==> src/rtl/ftcm_pkg.sv <==
// ----------------------------------------------------------------------------
// ftcm_pkg
// Shared types and constants for the fractal trace coordinate map.
// ----------------------------------------------------------------------------
package ftcm_pkg;

    localparam int FRAC_BITS = 24;
    localparam int OUT_FRAC  = 12;
    localparam int LIMIT_W   = 17;
    localparam logic [LIMIT_W-1:0] MAX_ITER = 17'd65536;

    // Back mapping divides a 64-bit magnitude widened by OUT_FRAC bits
    localparam int DIV_STEPS = 64 + OUT_FRAC;
    localparam int DIV_CNT_W = $clog2(DIV_STEPS);

    // Register indexes
    localparam logic [2:0] REG_MODE    = 3'd0;
    localparam logic [2:0] REG_LEFT    = 3'd1;
    localparam logic [2:0] REG_TOP     = 3'd2;
    localparam logic [2:0] REG_STEP_X  = 3'd3;
    localparam logic [2:0] REG_STEP_Y  = 3'd4;
    localparam logic [2:0] REG_SEED    = 3'd5;
    localparam logic [2:0] REG_LIMIT   = 3'd6;
    localparam logic [2:0] REG_BAILOUT = 3'd7;

    // Fractal modes
    localparam logic MODE_MANDELBROT = 1'b0;
    localparam logic MODE_JULIA      = 1'b1;

    // Product selectors within one iteration
    localparam logic [1:0] MUL_XX = 2'd0;
    localparam logic [1:0] MUL_YY = 2'd1;
    localparam logic [1:0] MUL_XY = 2'd2;

    typedef struct packed {
        logic               mode;
        logic signed [31:0] left_edge;
        logic signed [31:0] top_edge;
        logic signed [31:0] step_x;
        logic signed [31:0] step_y;
        logic [63:0]        seed;
        logic [LIMIT_W-1:0] limit;
        logic [63:0]        bailout;
    } t_cfg;

    typedef struct packed {
        logic       load;
        logic       init_mul;
        logic       init_add;
        logic       prep;
        logic       mul;
        logic       acc;
        logic       fin;
        logic       upd1;
        logic       upd2;
        logic       bsub;
        logic       bmag;
        logic       div;
        logic       bfin;
        logic       out_load;
        logic [1:0] sel_m;
        logic [1:0] sel_p;
        logic       axis;
    } t_dp_cmd;

    typedef struct packed {
        logic esc;
        logic step_zero;
    } t_dp_sts;

endpackage

==> src/rtl/ftcm_regs.sv <==
// ----------------------------------------------------------------------------
// ftcm_regs
// APB-style configuration register file.
// ----------------------------------------------------------------------------
module ftcm_regs
    import ftcm_pkg::*;
(
    input  logic        i_clk,
    input  logic        i_rst_n,
    input  logic        psel,
    input  logic        penable,
    input  logic        pwrite,
    input  logic [5:0]  paddr,
    input  logic [63:0] pwdata,
    output logic [63:0] prdata,
    output logic        pready,
    output t_cfg        o_cfg
);

    t_cfg       r_cfg;
    logic       wr_en;
    logic [2:0] idx;

    assign pready = 1'b1;
    assign wr_en  = psel && penable && pwrite;
    assign idx    = paddr[5:3];
    assign o_cfg  = r_cfg;

    // register writes
    always_ff @(posedge i_clk) begin
        if (!i_rst_n) begin
            r_cfg.mode      <= MODE_MANDELBROT;
            r_cfg.left_edge <= 32'shFF000000;
            r_cfg.top_edge  <= 32'shFF000000;
            r_cfg.step_x    <= 32'sh00004000;
            r_cfg.step_y    <= 32'sh00004000;
            r_cfg.seed      <= 64'h0080000000800000;
            r_cfg.limit     <= 17'd3;
            r_cfg.bailout   <= 64'd1677721600000000;
        end else if (wr_en) begin
            case (idx)
                REG_MODE:    r_cfg.mode      <= pwdata[0];
                REG_LEFT:    r_cfg.left_edge <= pwdata[31:0];
                REG_TOP:     r_cfg.top_edge  <= pwdata[31:0];
                REG_STEP_X:  r_cfg.step_x    <= pwdata[31:0];
                REG_STEP_Y:  r_cfg.step_y    <= pwdata[31:0];
                REG_SEED:    r_cfg.seed      <= pwdata;
                REG_LIMIT:   r_cfg.limit     <= pwdata[LIMIT_W-1:0];
                REG_BAILOUT: r_cfg.bailout   <= pwdata;
                default: ;
            endcase
        end
    end

    // read back
    always_comb begin
        case (idx)
            REG_MODE:    prdata = {63'd0, r_cfg.mode};
            REG_LEFT:    prdata = {32'd0, r_cfg.left_edge};
            REG_TOP:     prdata = {32'd0, r_cfg.top_edge};
            REG_STEP_X:  prdata = {32'd0, r_cfg.step_x};
            REG_STEP_Y:  prdata = {32'd0, r_cfg.step_y};
            REG_SEED:    prdata = r_cfg.seed;
            REG_LIMIT:   prdata = {{(64-LIMIT_W){1'b0}}, r_cfg.limit};
            REG_BAILOUT: prdata = r_cfg.bailout;
            default:     prdata = 64'd0;
        endcase
    end

endmodule

==> config.mk <==
export PLATFORM = sky130hd
export DESIGN_NAME = ftcm_regs
export DESIGN_NICKNAME = d
export VERILOG_FILES = /design/src/rtl/ftcm_pkg.sv /design/src/rtl/ftcm_regs.sv
export SDC_FILE = /design/constraint.sdc
export NUM_CORES = 1
export LEC_CHECK = 0
export ABC_AREA = 1
export BUFFER_PORTS_ARGS = -buffer_cell sky130_fd_sc_hd__buf_4
export CORE_MARGIN = 2
export CORE_UTILIZATION = 40
export DETAILED_ROUTE_END_ITERATION = 16
export GPL_TIMING_DRIVEN = 0
export PLACE_DENSITY = 0.65
export SLEW_MARGIN = 5
export SYNTH_ARGS = -nofsm -noshare
export SYNTH_HDL_FRONTEND = slang
export SYNTH_SLANG_ARGS = --single-unit
==> constraint.sdc <==
create_clock -name i_clk -period 1.9 [get_ports i_clk]
set_clock_uncertainty 0.2 [all_clocks]
set_input_delay 0.19 -clock i_clk [delete_from_list [all_inputs] [get_ports i_clk]]
set_output_delay 0.19 -clock i_clk [all_outputs]
set_load 0.05 [all_outputs]
After elaboration in Yosys (flattened, before gate mapping)
Cells that the tools add are included.
{ "word_totals": {"ram_bits": 0, "latch_bits": 0, "mem_count": 0, "output_inout_bits": 339, "elab_cells": 27, "input_bits": 75, "reg_bits": 274, "rom_bits": 0} }
{ "op_classes": {"bitwise_logic": 0, "multipliers": 0, "muxes": 1, "reduce_logical": 11, "addsub": 0, "eq_ne": 7, "order_cmp": 0, "div": 0, "n_shift": 0} }
{ "ops": {"columns": ["operator", "count"], "rows": [
  ["$pmux W64 S8", 1],
  ["$reduce_and A2 Y1", 8],
  ["$eq A3 B3 Y1 const B", 4],
  ["$eq A3 B2 Y1 const B", 2],
  ["$eq A3 B1 Y1 const B", 1],
  ["$logic_not A3 Y1", 1],
  ["$logic_and A1 B1 Y1", 2]
]} }

Logic depth before layout (Yosys ltp)
Gate-level depths: netlist (run 1).
{ "depth": {"word_depth": 3, "ltp_mapped": 10, "ltp_nobuf": 7} }

Worst setup path before layout (run 1)
OpenSTA, ideal clock, no wires.
{ "synth_path": {"path_type": "input port to output port", "startpoint": "in paddr[5]", "endpoint": "out prdata[25]", "n_path_buf": 3, "required_time_ps": 1510, "path_stages": 8, "slack_ps": 6, "arrival_time_ps": 1504, "cell_sequence": "buf_4 -> inv_2 -> nand3_1 -> buf_4 -> inv_1 -> buf_4 -> a21oi_1 -> nand3b_1"} }
{ "synth_between": {"elab_chain_len": 2, "word_cells_on_any_way": 9, "classes_between": "eq/ne: 7; mux: 1; reduce/logical: 1"} }
{ "synth_rtl": {"columns": ["element", "line", "source"], "rows": [
  ["start, declared", "ftcm_regs.sv:13", "input logic [5:0] paddr,"],
  ["$eq A3 B3 Y1 (tied with other cells)", "ftcm_regs.sv:57", "case (idx)"],
  ["$pmux W64 S8 (*)", "ftcm_regs.sv:57", null],
  ["end, declared", "ftcm_regs.sv:15", "output logic [63:0] prdata,"]
]} }
Mark *: on every way between the ends. The rest lies on a longest branch, timed or not.

Final worst setup path (run 1)
{ "layout_path": {"startpoint": "in paddr[3]", "endpoint": "out prdata[3]"} }
Same word-level chain as after synthesis.

==> impl_metrics.ini, run 1 <==
[run_status]
outcome = complete, but fails checks
violations = negative setup slack

[logic_synthesis]
synth_fp_nets = 1776
syn_inst = 1701
synth_area_per_cell_sq_um = 6.90
synth-seq-area-share_pct = 46.7
synth_cell_types = 27
ys_warn_count = 0
ys_ff_latch = 274
syn_area_sq_um = 11700

[setup_path]
cp_slowest_stage_delay_ps = 190
critPathArrivalTime_ps = 1530
cp.required_ps = 1510
critical_path.top_delay_family = buffers and inverters
crit_buf_inv = 5
cp_max_fo = 10
worstPathCellList = buf_4, buf_6, nand2_4, nor2_4, buf_12, buf_12, nand2_1, o21ai_0, nor2_1, nand2_1, buf_6
slowest_stage = nor2_4
setup.worst_path.start_class = input pin
critPathKind = in2out
worst_setup_path_end_kind = output pin
reg2reg_slack_ps = 950

[cts]
h-tree-depth = 1
cts.sinks = 274
cts_tree = yes
path_clk_slew_ps = 60
clk_latency_ps = 550
cts-root-buf = clkbuf_16
cts_buffer_depth = 3
cts_buffers = 29

[worst_hold_path]
hold_class = in2reg

[sta]
worst_slew_pin_slew_ps = 833
hold_viol = 0
whs_ps = 45.6
drv_slew = 0
fin_ws_ps = -21.3
setup_tns_ps = -28.2
finalSetupViolations = 2
slew_headroom_pct = 44.5
fmax_mhz = 520
fin_crit_ps = 1920
rsz0062_at_grt = yes
fin_crit_sh_pct = 101

[power]
vdd_ir_drop_max_mv = 0.728
p_sw_uw = 3480
leakagePower_uw = 0.00845
seq_power_share_pct = 45.5
p_per_area_nw_per_um2 = 751
pwr-share-comb_pct = 11.9
swShare_pct = 26.9
p_int_uw = 9480
p_clk_share_pct = 42.6

[global_route]
first_global_vias = 12700
grt_pass1_wl_mm = 78.4
grt_usage_pct = 33.4
antenna_found_initial = 1
globalRouteOverflowTotal = 0
grt_max_degree = 14

[drt]
wirelength_mm = 53.5
ant_nets = 0
firstDrtPassIters = 6
via_count = 13800
route.detailed.drc = 0
wl_per_cell_um = 20.5
vias_per_cell = 5.27
drtIter0Drc = 1250

[final_layout]
layout-drive-gt1-share_pct = 25.8
final_cells = 2615
n_antenna_cell = 0
fin_nets = 2290
area_delta_synth_final_pct = 47.0
largest_reg_flops = 274
layout_common_cells = nor2_1, buf_4, dfxtp_1, nand2_1, o21ai_0
final_common_cell = nor2_1

[place]
port_buffers = 405
gp_congestion = 0.891
dp_hpwl_mm = 37.4
placedCellCount = 2490

[floorplanning]
core_area_sq_um = 28800
ios = 414
die_x_um = 175
start_util_pct = 40.8
chipHeight_um = 175
die-area_sq_um = 30700
rows = 62

[job]
cap_violations = 0
## kinds of logic after synthesis
family,count (synthesis),share of synthesized area [%]
flops,274,46.7
buf+inv,207,8.22
simple gates,910,30.7
compound gates,309,14.3
other cells,1,0.0320
## metal layers
metal,GRT usage [%],share of wire [%]
met5,0,0.024
met4,13.0,4.0
met3,6.62,9.8
met2,54.0,46
met1,44.0,41
## cell usage after synthesis (all sizes together)
cell type  count  area (sq um)
clkbuf        51           195
nor2         592          2260
nand4          6          37.5
a21oi          8          40.0
conb           1          3.75
o21ai        266          1330
dfxtp        274          5490
buf           60           407
nor3           1          5.00
o211ai         3          22.5
nand3         59           330
nand2        247           935
inv           96           363
a22o          32           280
nand3b         5          37.5
## worst paths after layout
| kind | startpoint | endpoint | cells past startpoint |
|---|---|---|---|
| min | i_rst_n | o_cfg[80]$_SDFFE_PN0P_ | 3 |
| max | paddr[3] | prdata[3] | 11 |
| min reg2reg | o_cfg[235]$_SDFFE_PN1P_ | o_cfg[235]$_SDFFE_PN1P_ | 2 |
| max reg2reg | o_cfg[0]$_SDFFE_PN0P_ | o_cfg[0]$_SDFFE_PN0P_ | 2 |
## layout make-up
cell class	instances	area, sq um
Buffer	111	739
Clock buffer	43	878
Clock inverter	4	22.5
Fill cell	2696	11500
Inverter	96	378
Multi-Input combinational cell	1220	5330
Sequential cell	274	5510
Tap cell	384	480
Timing Repair Buffer	483	3910
## worst register-to-register path, stage by stage (launching register included)
cell     delay (ps)
dfxtp_1         450
o21ai_0         130
nor2_1          100
## metrics by stage
step                instance area, sq um  power [uW]  setup WS, ps  utilization, %
floorplan                          11700        6740          6.09               -
global placement                   15300        7340          -568            53.0
detailed placement                 15300        7350          -567            53.0
CTS                                17100       12900        -0.861            59.3
global route                       17200       13300         -51.5            59.9
finish                             17200       13000         -21.3            59.9
## repair_timing
action                     4_1_cts  5_1_grt
pin swaps                        4        4
hold endpoints to repair       274        0
setup endpoints to repair       64       48
setup buffers                    8        1
gates resized for setup         53       60
cloned                           0        1
hold buffers                    68        0
## power groups by stage
stage               Combinational, uW  Clock, uW  Sequential (uW)
finish                           1550       5520             5890
global route                     1610       5760             5900
CTS                              1500       5530             5890
detailed placement               1340          0             6020
global placement                 1330          0             6010
floorplan                         484          0             6250
Note: power is estimated with default switching activity, not from simulation.
==> run 2, diff against run 1 <==
CAP_MARGIN = 20   (was default)
PLACE_DENSITY = 0.66   (was 0.65)
==> impl_metrics.ini, run 2 (same netlist as run 1, synthesis figures left out) <==
[job]
cap_violations = 0

[setup_path]
critPathArrivalTime_ps = 1520
r2r_start = o_cfg[254]$_SDFFE_PN0P_
reg2reg_depth = 3
setup.worst_path.start_class = flop
cp.required_ps = 1510
worst_setup_path_end_kind = output pin
critPathKind = reg2out
r2r_end = o_cfg[254]$_SDFFE_PN0P_
cp_max_fo = 3
reg2reg_slack_ps = 450

[place]
gp_congestion = 0.870
placedCellCount = 2490
port_buffers = 405
dpl_worst_slack_ps = -518
dp_hpwl_mm = 37.5
dpl_cell_area_sq_um = 15300

[cts]
clk_latency_ps = 550
cts.sinks = 274
cts-root-buf = clkbuf_16
path_clk_slew_ps = 60
cts_buffers = 30
cts_tree = yes
h-tree-depth = 1
cts_buffer_depth = 3

[global_route]
globalRouteOverflowTotal = 0
first_global_vias = 12700
grt_max_degree = 15
grt_usage_pct = 33.2
grt_pass1_wl_mm = 78.2
antenna_found_initial = 1

[sta]
worst_slew_pin_slew_ps = 800
drv_slew = 0
slew_headroom_pct = 46.7
hold_viol = 0
fin_crit_sh_pct = 101
finalSetupViolations = 1
fin_ws_ps = -11.0
fmax_mhz = 523
fin_crit_ps = 1910
rsz0062_at_grt = yes

[drt]
ant_nets = 0
via_count = 13900
vias_per_cell = 5.26
route.detailed.drc = 0
wl_per_cell_um = 20.3
drtIter0Drc = 1274
wirelength_mm = 53.5
firstDrtPassIters = 5

[final_layout]
area_delta_synth_final_pct = 50.0
final_design_area_no_fill_sq_um = 17600
fin_nets = 2302
final_common_cell = nor2_1
largest_reg_flops = 274
final_core_util_pct = 61.2
final_cells = 2636
layout-drive-gt1-share_pct = 27.1
layout_common_cells = nor2_1, buf_4, dfxtp_1, nand2_1, o21ai_0

[worst_hold_path]
min_to = o_cfg[63]$_SDFFE_PN0P_
min-delay-start = i_rst_n
hold_class = in2reg
hold_path_depth = 3

[floorplanning]
rows = 62
die-area_sq_um = 30700
chipHeight_um = 175
core_area_sq_um = 28800
die_x_um = 175
ios = 414
start_util_pct = 40.8

[power]
vdd_ir_drop_max_mv = 0.780
leakagePower_uw = 0.00862
p_per_area_nw_per_um2 = 776

[run_status]
violations = negative setup slack
outcome = complete, but fails checks
==> run 2: cell count changes in the layout (fill, tap and decap cells not counted), sizes merged <==
| cell | change |
|---|---|
| buf | +9 |
| bufinv | +3 |
| clkbuf | +1 |
| clkinv | +6 |
| diode | +1 |
| dlygate4sd3 | +2 |
| inv | -1 |
==> run 2: area by class of cell <==
| type | instances | area, sq um |
|---|---|---|
| fill | 2711 | 11200 |
| clock buffer | 44 | 915 |
| tap | 384 | 480 |
| buffer | 109 | 726 |
| timing repair buffer | 496 | 4070 |
| antenna | 1 | 2.50 |
| multi-input combinational | 1220 | 5370 |
| sequential | 274 | 5520 |
| inverter | 96 | 377 |
| clock inverter | 12 | 139 |
==> run 2: repair_timing <==
| action | 4_1_cts | 5_1_grt |
|---|---|---|
| setup endpoints to repair | 64 | 29 |
| hold buffers | 70 | 0 |
| buffers inserted | 17 | 3 |
| gates cloned | 1 | 0 |
| gates resized for setup | 82 | 55 |
| pin swaps | 7 | 9 |
| hold endpoints to repair | 274 | 0 |
==> run 2: per-stage QoR <==
step / TNS, ps / hold slack (ps) / power (uW)
after floorplan: 0 / 103 / 6740
after global placement: -28460 / 210 / 7340
after detailed placement: -30530 / 214 / 7340
after CTS: 0 / 0.758 / 13600
after global routing: -38.2 / 54.5 / 14000
final: -11.0 / 40.1 / 13700
==> run 2: critical path, stage by stage, from the launching register on <==
cell     delay, ps
dfxtp_1        320
nand4_1        100
nand2_1         60
nor2_1         120
nand3_2        160
buf_8          190
==> run 2: where the power goes <==
part           switching, uW  internal, uW
Combinational           1040           531
Clock                   2460          3730
Sequential              69.9          5820
==> run 2: worst max path at each step <==
stage,startpoint,endpoint,slack [ps]
global placement,paddr[3],prdata[0],-490
CTS,o_cfg[176]$_SDFFE_PN0P_,prdata[31],0.2
detailed placement,paddr[3],prdata[0],-520
finish,o_cfg[177]$_SDFFE_PN0P_,prdata[0],-10
floorplan,paddr[5],prdata[25],6
global route,o_cfg[64]$_SDFFE_PN1P_,prdata[0],-30
==> run 2: per-layer routing <==
layer  GRT usage (%)  up-vias  share of wire [%]  routed length, um
met3            6.08      132                9.1               4850
met4            13.1        0                4.4               2330
met2            54.0      775                 46              24700
li1                -     6444                  -                  -
met5               0        -                  0                  0
met1            43.7     6517                 40              21700
