--- src/rtl/ftcm_pkg.sv ---
// ----------------------------------------------------------------------------
// ftcm_pkg
// Shared types and constants for the fractal trace coordinate map.
// ----------------------------------------------------------------------------
package ftcm_pkg;

    localparam int FRAC_BITS = 24;
    localparam int OUT_FRAC  = 12;
    localparam int LIMIT_W   = 17;
    localparam logic [LIMIT_W-1:0] MAX_ITER = 17'd65536;

    // Back mapping divides a 64-bit magnitude widened by OUT_FRAC bits
    localparam int DIV_STEPS = 64 + OUT_FRAC;
    localparam int DIV_CNT_W = $clog2(DIV_STEPS);

    // Register indexes
    localparam logic [2:0] REG_MODE    = 3'd0;
    localparam logic [2:0] REG_LEFT    = 3'd1;
    localparam logic [2:0] REG_TOP     = 3'd2;
    localparam logic [2:0] REG_STEP_X  = 3'd3;
    localparam logic [2:0] REG_STEP_Y  = 3'd4;
    localparam logic [2:0] REG_SEED    = 3'd5;
    localparam logic [2:0] REG_LIMIT   = 3'd6;
    localparam logic [2:0] REG_BAILOUT = 3'd7;

    // Fractal modes
    localparam logic MODE_MANDELBROT = 1'b0;
    localparam logic MODE_JULIA      = 1'b1;

    // Product selectors within one iteration
    localparam logic [1:0] MUL_XX = 2'd0;
    localparam logic [1:0] MUL_YY = 2'd1;
    localparam logic [1:0] MUL_XY = 2'd2;

    typedef struct packed {
        logic               mode;
        logic signed [31:0] left_edge;
        logic signed [31:0] top_edge;
        logic signed [31:0] step_x;
        logic signed [31:0] step_y;
        logic [63:0]        seed;
        logic [LIMIT_W-1:0] limit;
        logic [63:0]        bailout;
    } t_cfg;

    typedef struct packed {
        logic       load;
        logic       init_mul;
        logic       init_add;
        logic       prep;
        logic       mul;
        logic       acc;
        logic       fin;
        logic       upd1;
        logic       upd2;
        logic       bsub;
        logic       bmag;
        logic       div;
        logic       bfin;
        logic       out_load;
        logic [1:0] sel_m;
        logic [1:0] sel_p;
        logic       axis;
    } t_dp_cmd;

    typedef struct packed {
        logic esc;
        logic step_zero;
    } t_dp_sts;

endpackage

--- src/rtl/ftcm_ctrl.sv ---
// ----------------------------------------------------------------------------
// ftcm_ctrl
// Sequencer: walks the datapath through mapping, iterations and division,
// and owns both handshakes.
// ----------------------------------------------------------------------------
module ftcm_ctrl
    import ftcm_pkg::*;
(
    input  logic               i_clk,
    input  logic               i_rst_n,
    input  logic [LIMIT_W-1:0] i_limit,
    input  logic               i_in_valid,
    output logic               o_in_ready,
    output logic               o_out_valid,
    input  logic               i_out_ready,
    input  t_dp_sts            i_sts,
    output t_dp_cmd            o_cmd
);

    typedef enum logic [13:0] {
        S_IDLE     = 14'h0001,
        S_INIT_MUL = 14'h0002,
        S_INIT_ADD = 14'h0004,
        S_PREP     = 14'h0008,
        S_MUL      = 14'h0010,
        S_ACC      = 14'h0020,
        S_FIN      = 14'h0040,
        S_UPD1     = 14'h0080,
        S_UPD2     = 14'h0100,
        S_BSUB     = 14'h0200,
        S_BMAG     = 14'h0400,
        S_DIV      = 14'h0800,
        S_BFIN     = 14'h1000,
        S_OUT      = 14'h2000
    } t_state;

    t_state               r_state, n_state;
    logic [1:0]           r_m, n_m, r_p, n_p;
    logic [LIMIT_W-1:0]   r_iter, n_iter;
    logic                 r_axis, n_axis;
    logic [DIV_CNT_W-1:0] r_cnt, n_cnt;
    logic                 r_out_valid, n_out_valid;
    logic [LIMIT_W-1:0]   lim_eff;
    logic                 out_free;

    assign lim_eff  = (i_limit > MAX_ITER) ? MAX_ITER : i_limit;
    assign out_free = !r_out_valid || i_out_ready;

    // next state
    always_comb begin
        n_state     = r_state;
        n_m         = r_m;
        n_p         = r_p;
        n_iter      = r_iter;
        n_axis      = r_axis;
        n_cnt       = r_cnt;
        n_out_valid = r_out_valid;
        if (r_out_valid && i_out_ready) n_out_valid = 1'b0;
        case (r_state)
            S_IDLE: begin
                if (i_in_valid) n_state = S_INIT_MUL;
            end
            S_INIT_MUL: n_state = S_INIT_ADD;
            S_INIT_ADD: begin
                n_iter  = '0;
                n_axis  = 1'b0;
                n_state = (lim_eff == '0) ? S_BSUB : S_PREP;
            end
            S_PREP: begin
                n_m     = MUL_XX;
                n_p     = 2'd0;
                n_state = S_MUL;
            end
            S_MUL: n_state = S_ACC;
            S_ACC: begin
                if (r_p == 2'd3) begin
                    n_state = S_FIN;
                end else begin
                    n_p     = r_p + 2'd1;
                    n_state = S_MUL;
                end
            end
            S_FIN: begin
                n_p = 2'd0;
                if (r_m == MUL_XY) begin
                    n_state = S_UPD1;
                end else begin
                    n_m     = r_m + 2'd1;
                    n_state = S_MUL;
                end
            end
            S_UPD1: n_state = S_UPD2;
            S_UPD2: begin
                n_m = MUL_XX;
                if (i_sts.esc || (r_iter + 17'd1 == lim_eff)) begin
                    n_state = S_BSUB;
                end else begin
                    n_iter  = r_iter + 17'd1;
                    n_state = S_PREP;
                end
            end
            S_BSUB: begin
                if (!i_sts.step_zero) begin
                    n_state = S_BMAG;
                end else if (r_axis) begin
                    n_state = S_OUT;
                end else begin
                    n_axis = 1'b1;
                end
            end
            S_BMAG: begin
                n_cnt   = '0;
                n_state = S_DIV;
            end
            S_DIV: begin
                if (r_cnt == DIV_CNT_W'(DIV_STEPS - 1)) n_state = S_BFIN;
                else n_cnt = r_cnt + 1'b1;
            end
            S_BFIN: begin
                if (r_axis) begin
                    n_state = S_OUT;
                end else begin
                    n_axis  = 1'b1;
                    n_state = S_BSUB;
                end
            end
            S_OUT: begin
                if (out_free) begin
                    n_out_valid = 1'b1;
                    n_state     = S_IDLE;
                end
            end
            default: n_state = S_IDLE;
        endcase
    end

    // state registers
    always_ff @(posedge i_clk) begin
        if (!i_rst_n) begin
            r_state     <= S_IDLE;
            r_m         <= MUL_XX;
            r_p         <= 2'd0;
            r_iter      <= '0;
            r_axis      <= 1'b0;
            r_cnt       <= '0;
            r_out_valid <= 1'b0;
        end else begin
            r_state     <= n_state;
            r_m         <= n_m;
            r_p         <= n_p;
            r_iter      <= n_iter;
            r_axis      <= n_axis;
            r_cnt       <= n_cnt;
            r_out_valid <= n_out_valid;
        end
    end

    // datapath commands
    always_comb begin
        o_cmd          = '0;
        o_cmd.load     = (r_state == S_IDLE) && i_in_valid;
        o_cmd.init_mul = (r_state == S_INIT_MUL);
        o_cmd.init_add = (r_state == S_INIT_ADD);
        o_cmd.prep     = (r_state == S_PREP);
        o_cmd.mul      = (r_state == S_MUL);
        o_cmd.acc      = (r_state == S_ACC);
        o_cmd.fin      = (r_state == S_FIN);
        o_cmd.upd1     = (r_state == S_UPD1);
        o_cmd.upd2     = (r_state == S_UPD2);
        o_cmd.bsub     = (r_state == S_BSUB);
        o_cmd.bmag     = (r_state == S_BMAG);
        o_cmd.div      = (r_state == S_DIV);
        o_cmd.bfin     = (r_state == S_BFIN);
        o_cmd.out_load = (r_state == S_OUT) && out_free;
        o_cmd.sel_m    = r_m;
        o_cmd.sel_p    = r_p;
        o_cmd.axis     = r_axis;
    end

    assign o_in_ready  = (r_state == S_IDLE);
    assign o_out_valid = r_out_valid;

    // checks
    a_accept_starts: assert property (@(posedge i_clk) disable iff (!i_rst_n)
        (r_state == S_IDLE && i_in_valid) |=> r_state == S_INIT_MUL)
        else $error("accepted transaction did not start mapping");
    a_mul_sel: assert property (@(posedge i_clk) disable iff (!i_rst_n)
        (r_state == S_MUL) |-> (r_m != 2'd3))
        else $error("invalid product selector");
    a_iter_bound: assert property (@(posedge i_clk) disable iff (!i_rst_n)
        (r_state == S_UPD2) |-> (r_iter < lim_eff))
        else $error("iteration count beyond limit");
    a_div_bound: assert property (@(posedge i_clk) disable iff (!i_rst_n)
        (r_state == S_DIV) |-> (r_cnt <= DIV_CNT_W'(DIV_STEPS - 1)))
        else $error("divider step count overrun");
    a_out_load: assert property (@(posedge i_clk) disable iff (!i_rst_n)
        o_cmd.out_load |=> (r_out_valid && r_state == S_IDLE))
        else $error("result not presented after load");

endmodule

--- config.mk ---
export PLATFORM = sky130hd
export DESIGN_NAME = ftcm_ctrl
export DESIGN_NICKNAME = d
export VERILOG_FILES = /design/src/rtl/ftcm_pkg.sv /design/src/rtl/ftcm_ctrl.sv
export SDC_FILE = /design/constraint.sdc
export NUM_CORES = 1
export LEC_CHECK = 0
export ABC_AREA = 1
export BUFFER_PORTS_ARGS = -buffer_cell sky130_fd_sc_hd__buf_2
export CORE_MARGIN = 2
export CORE_UTILIZATION = 52
export DETAILED_ROUTE_END_ITERATION = 8
export PLACE_DENSITY = 0.86
export SLEW_MARGIN = 20
export SYNTH_ARGS = -nofsm -noshare
export SYNTH_HDL_FRONTEND = slang
export SYNTH_SLANG_ARGS = --single-unit
export TNS_END_PERCENT = 50
--- constraint.sdc ---
create_clock -name i_clk -period 2.3 [get_ports i_clk]
set_input_delay 0.575 -clock i_clk [delete_from_list [all_inputs] [get_ports i_clk]]
set_output_delay 0.575 -clock i_clk [all_outputs]
set_load 0.05 [all_outputs]
== Word-level counts from Yosys, hierarchy flattened ==
Index checks and enable logic that the tools add are counted.
W data, S select, Z words.

* Bits in registers: 44
* Latch bits: 0
* RAM bits: 0
* Bits in read-only memories: 0
* Bits of input ports: 23
* Output and inout port bits: 21
* Word-level logic and storage cells: 84
* Memories: 0

* Add/sub/neg operators: 4
* Multiply operators: 0
* Divide/modulo/power cells: 0
* $lt $le $gt $ge: 1
* Equality and inequality tests: 27
* Shift-type cells: 0
* Mux-type cells: 25
* Bitwise gates (word level): 0
* Reductions and logical operators: 20

{| class="wikitable"
|+ Operator list
! operator !! number
|-
| $pmux W14 S14 || 1
|-
| $mux W14 || 6
|-
| $mux W17 || 2
|-
| $pmux W17 S2 || 1
|-
| $mux W10 || 2
|-
| $add A17 B1 Y17 const B || 1
|-
| $eq A17 B17 Y1 || 1
|-
| $gt A17 B17 Y1 const B || 1
|-
| $logic_not A17 Y1 || 1
|-
| $eq A14 B1 Y1 const B || 1
|-
| $eq A14 B10 Y1 const B || 1
|-
| $eq A14 B11 Y1 const B || 1
|-
| $eq A14 B12 Y1 const B || 1
|-
| $eq A14 B13 Y1 const B || 1
|-
| $eq A14 B14 Y1 const B || 1
|-
| $eq A14 B2 Y1 const B || 1
|-
| $eq A14 B3 Y1 const B || 1
|-
| $eq A14 B4 Y1 const B || 1
|-
| $eq A14 B5 Y1 const B || 1
|-
| $eq A14 B6 Y1 const B || 1
|-
| $eq A14 B7 Y1 const B || 1
|-
| $eq A14 B8 Y1 const B || 1
|-
| $eq A14 B9 Y1 const B || 1
|-
| $mux W7 || 2
|-
| 21 further kinds || 45
|}

== Depth between registers and ports, before layout ==
* Depth after elaboration: 6
* Depth in mapped cells: 19
* Depth with buffers taken out: 18

== Worst setup path after synthesis ==
OpenSTA, ideal clock, no wires.

* Kind: reg2out
* Start point: reg r_state[8]
* End point: out o_cmd[17] in the netlist's numbering
* Data arrival time: 2,561 ps
* Data required time: 1,725 ps
* Setup slack: -836 ps
* Cell stages (with the launch flop): 8
* Buffers on the path: 0
* Path through: dfxtp_1 -> nor2_1 -> nand2_1 -> nor2_1 -> inv_1 -> nor2_1 -> nand2_1 -> nor4_1

{| class="wikitable"
|+ RTL lines
! element !! line !! text
|-
| start, declared || ftcm_ctrl.sv:37 || <nowiki>t_state r_state, n_state;</nowiki>
|-
| start signal, assigned || ftcm_ctrl.sv:148 || <nowiki>r_state <= n_state;</nowiki>
|-
| end, declared || ftcm_ctrl.sv:17 || <nowiki>output t_dp_cmd o_cmd</nowiki>
|}

== Worst setup path after layout ==
* Start point: reg r_iter[0]
* End point: reg r_state[9]

* Word-level cells in the longest chain between the ends: 5

{| class="wikitable"
|+ RTL lines
! element !! line !! text
|-
| start, declared || ftcm_ctrl.sv:39 || <nowiki>logic [LIMIT_W-1:0] r_iter, n_iter;</nowiki>
|-
| start signal, assigned || ftcm_ctrl.sv:151 || <nowiki>r_iter <= n_iter;</nowiki>
|-
| $add A17 B1 Y17 || ftcm_ctrl.sv:95 || <nowiki>if (i_sts.esc || (r_iter + 17'd1 == lim_eff)) begin</nowiki>
|-
| $eq A17 B17 Y1 || ftcm_ctrl.sv:95 ||
|-
| $logic_or A1 B1 Y1 || ftcm_ctrl.sv:95 ||
|-
| $mux W10 || ftcm_ctrl.sv:95 ||
|-
| $pmux W14 S14 || ftcm_ctrl.sv:59 || <nowiki>case (r_state)</nowiki>
|}

Every way passes these cells.
A chain may end at the register's enable or synchronous reset.

==> run metrics <==
Worst-Margin Slew slightly above 0.6 ns; sequential-to-total area share from yosys stat between 20 and 30%; Final period util 103%; H-tree depth 2; Total Power 1.94 mW; GRT overflow 0; Die ar. 6710 sq um; Net Sw Frac 32.4%; Net Sw Power 0.629 mW; Synth Register Bits 44; Residual DRC 0; crit path DAT 2.62 ns; root buffer cell clkbuf_8; Initial Util 53.7%; DRT iter0 DRCs 428; post-layout minimum cycle time 2.38 ns; commonest non-fill, non-tap cell in the layout nand2_1; gp weighted congestion 0.993; CP max stage delay 0.37 ns; CTS Hold Buffers Added 0; Worst IR Drop VDD just under 0.5 mV; worst slack at placement -0.306 ns; placed cell area 3730 sq um; Mapped Cells between 500 and 600; via count 4,008; Synth Flop Type dfxtp_1; fill cell count around 410; Worst Clk Skew about 0.011 ns; CP dominant cell by count nand2_1; first-pass GRT wire length 14,900 microns; mapped cell area approximately 3200 sq um; Worst Path Max Fanout 13; CTS sink cnt 44; commonest cells after routing, fill and taps aside nand2_1, nor2_1, inv_1; share of cells above drive strength 1 33.3%; synth warn 0; register share of total power 41.0%; Comb power frac a little over a quarter; Final setup viols 5; crit-path cells ha_4 > nand3_2 > nor2_4 > buf_4 > nand3_1 > nand2_1 > inv_1 > nand2_1 > nand2_1 > nor2_1 > nand2_1 > nor2_2 > nand3_4 > nand2_8 > nand2_8 > nand3b_1 > nand2_1 > inv_1; Worst EP required 2.54 ns; Tightest Hold Check Type flop to flop; I/O pins 44; number of global-route vias before repair 3,448; Longest Clk Path Bufs 2; Die Ht 81.9 microns; Slew headroom 58.9%; Post-synth ARST share 0%; leakage power around 2 nW; Core Area 5890 sq um; initial antenna violation count 0; RSZ-0062 raised after global routing yes; Setup Crit Path Kind flop to flop; DP HPWL 6890 microns; failing checks negative setup slack; Synth Area per Inst around 6 sq um; CTS tree built; Util after Layout 73.3%; Via density 5.88; Final Instance Area 4310 sq um; net count after synthesis roughly 540; Area Overhead vs Synth 36.6%; critical path capture point type flop; setup tns final -0.180 ns; max cap viols 0; Max Slew Vio Count 0; Worst-Skew Late Latency ~0.30 ns; drt pass-1 iters 6; n_diodes 0; EDFF count, synth 0; Die X 81.9 microns; register clock-pin slew on the reported worst setup and hold paths 0.09 ns; ANT nets after route 0; Total GRT Usage between 20 and 30%; WL final 11,000 microns; Startpoint Class flop; Clk pwr share 31.7%; PortBufs 43; row cnt 28; Num CTS Buffers 5; largest net degree at the start of global routing 25; status complete, but fails checks; Int Pwr between 1 and 1.5 mW; Final WS setup -0.0804 ns; critical path's slowest cell dfxtp_4; library cells used by synthesis 39; Max Clk Rate 0.420 GHz; Avg WL per Cell 16.2 microns; PwrDens 449 nW/um^2; number of nets in the layout 633; Final Hold Viols 0
-- per-stage QoR --
step	hold WS, ns	instances
detailed placement	0.475	662
global placement	0.461	662
floorplan	0.443	514
CTS	0.491	671
finish	0.488	682
global route	0.513	682
-- power groups by stage --
stage,sequential (mW),combinational [mW],clock [mW]
after floorplan,0.813,0.278,0
after global placement,0.810,0.420,0
after detailed placement,0.810,0.429,0
after CTS,0.793,0.463,0.615
after global routing,0.797,0.556,0.662
final,0.796,0.528,0.615
-- registers in the layout, summed over array words and instances (netlist names) --
signal / cells
r_state: 14
o_out_valid: 1
r_cnt: 7
r_m: 2
r_axis: 1
r_iter: 17
r_p: 2
-- per-layer routing --
| metal | up-vias | wire (microns) | track usage, % |
|---|---|---|---|
| li1 | 1845 | - | - |
| met1 | 1797 | 4000 | 33.6 |
| met2 | 295 | 5360 | 50.1 |
| met3 | 71 | 1050 | 3.85 |
| met4 | 0 | 619 | 13.5 |
| met5 | - | 0 | 0 |
-- logic make-up (layout without fill, tap and decap cells) --
family                     Yosys count  after routing  synth area share, %
and+or+nand+nor                    329            332                 48.9
buffers and inverters               81            171                 10.7
AOI/OAI and AO/OA                   49             49                 8.52
DFF                                 44             44                 27.9
xor gates and xnor gates             7              7                 2.38
adders and majority gates            4              4                 1.58
-- Yosys cell counts, types with 4 or more instances --
| cell | count | share of area [%] |
|---|---|---|
| nor3_1 | 8 | 1.3 |
| nand3_1 | 30 | 4.8 |
| nand2_2 | 5 | 0.99 |
| nand3_2 | 11 | 3.5 |
| ha_1 | 4 | 1.6 |
| nand4_1 | 19 | 3.8 |
| nand2_1 | 147 | 17 |
| nor2_1 | 79 | 9.4 |
| nand3b_1 | 8 | 1.9 |
| inv_1 | 67 | 8.0 |
| nor2_2 | 5 | 0.99 |
| xor2_1 | 5 | 1.4 |
| a21oi_1 | 30 | 4.8 |
| nor4_1 | 7 | 1.4 |
| o21ai_0 | 9 | 1.4 |
| buf_2 | 4 | 0.63 |
| dfxtp_1 | 44 | 28 |
-- layout make-up --
cell class | count | area (sq um) | area share, %
inverter | 69 | 262 | 6.06
multi-input combinational | 392 | 2280 | 52.8
clock inverter | 3 | 46.3 | 1.07
timing repair buffer | 94 | 667 | 15.5
clock buffer | 5 | 68.8 | 1.60
tap | 75 | 93.8 | 2.18
sequential | 44 | 898 | 20.8
-- path summary, 6_finish.rpt --
check	start	endpoint	slack [ns]	cells past startpoint
hold / removal	r_p[1]$_SDFFE_PN0P_	r_p[1]$_SDFFE_PN0P_	0.49	2
setup / recovery	r_iter[0]$_SDFFE_PN0P_	r_state[9]$_SDFFE_PN0P_	-0.08	18
setup reg to reg	r_iter[0]$_SDFFE_PN0P_	r_state[9]$_SDFFE_PN0P_	-0.08	18
hold reg to reg	r_p[1]$_SDFFE_PN0P_	r_p[1]$_SDFFE_PN0P_	0.49	2
-- what timing repair did --
action,CTS,global route
hold endpoints to repair,0,0
setup endpoints to repair,28,36
cloned,0,3
gates resized for setup,30,84
pin swaps,2,20
setup buffers,1,8
-- critical path, delay by kind of cell (launching register included) --
family	cells	cell delay (ns)
DFF	1	0.37
and+or+nand+nor	14	1.50
adders and majority gates	1	0.16
buffers and inverters	3	0.27
No activity file was read; power rests on OpenSTA's default activity.
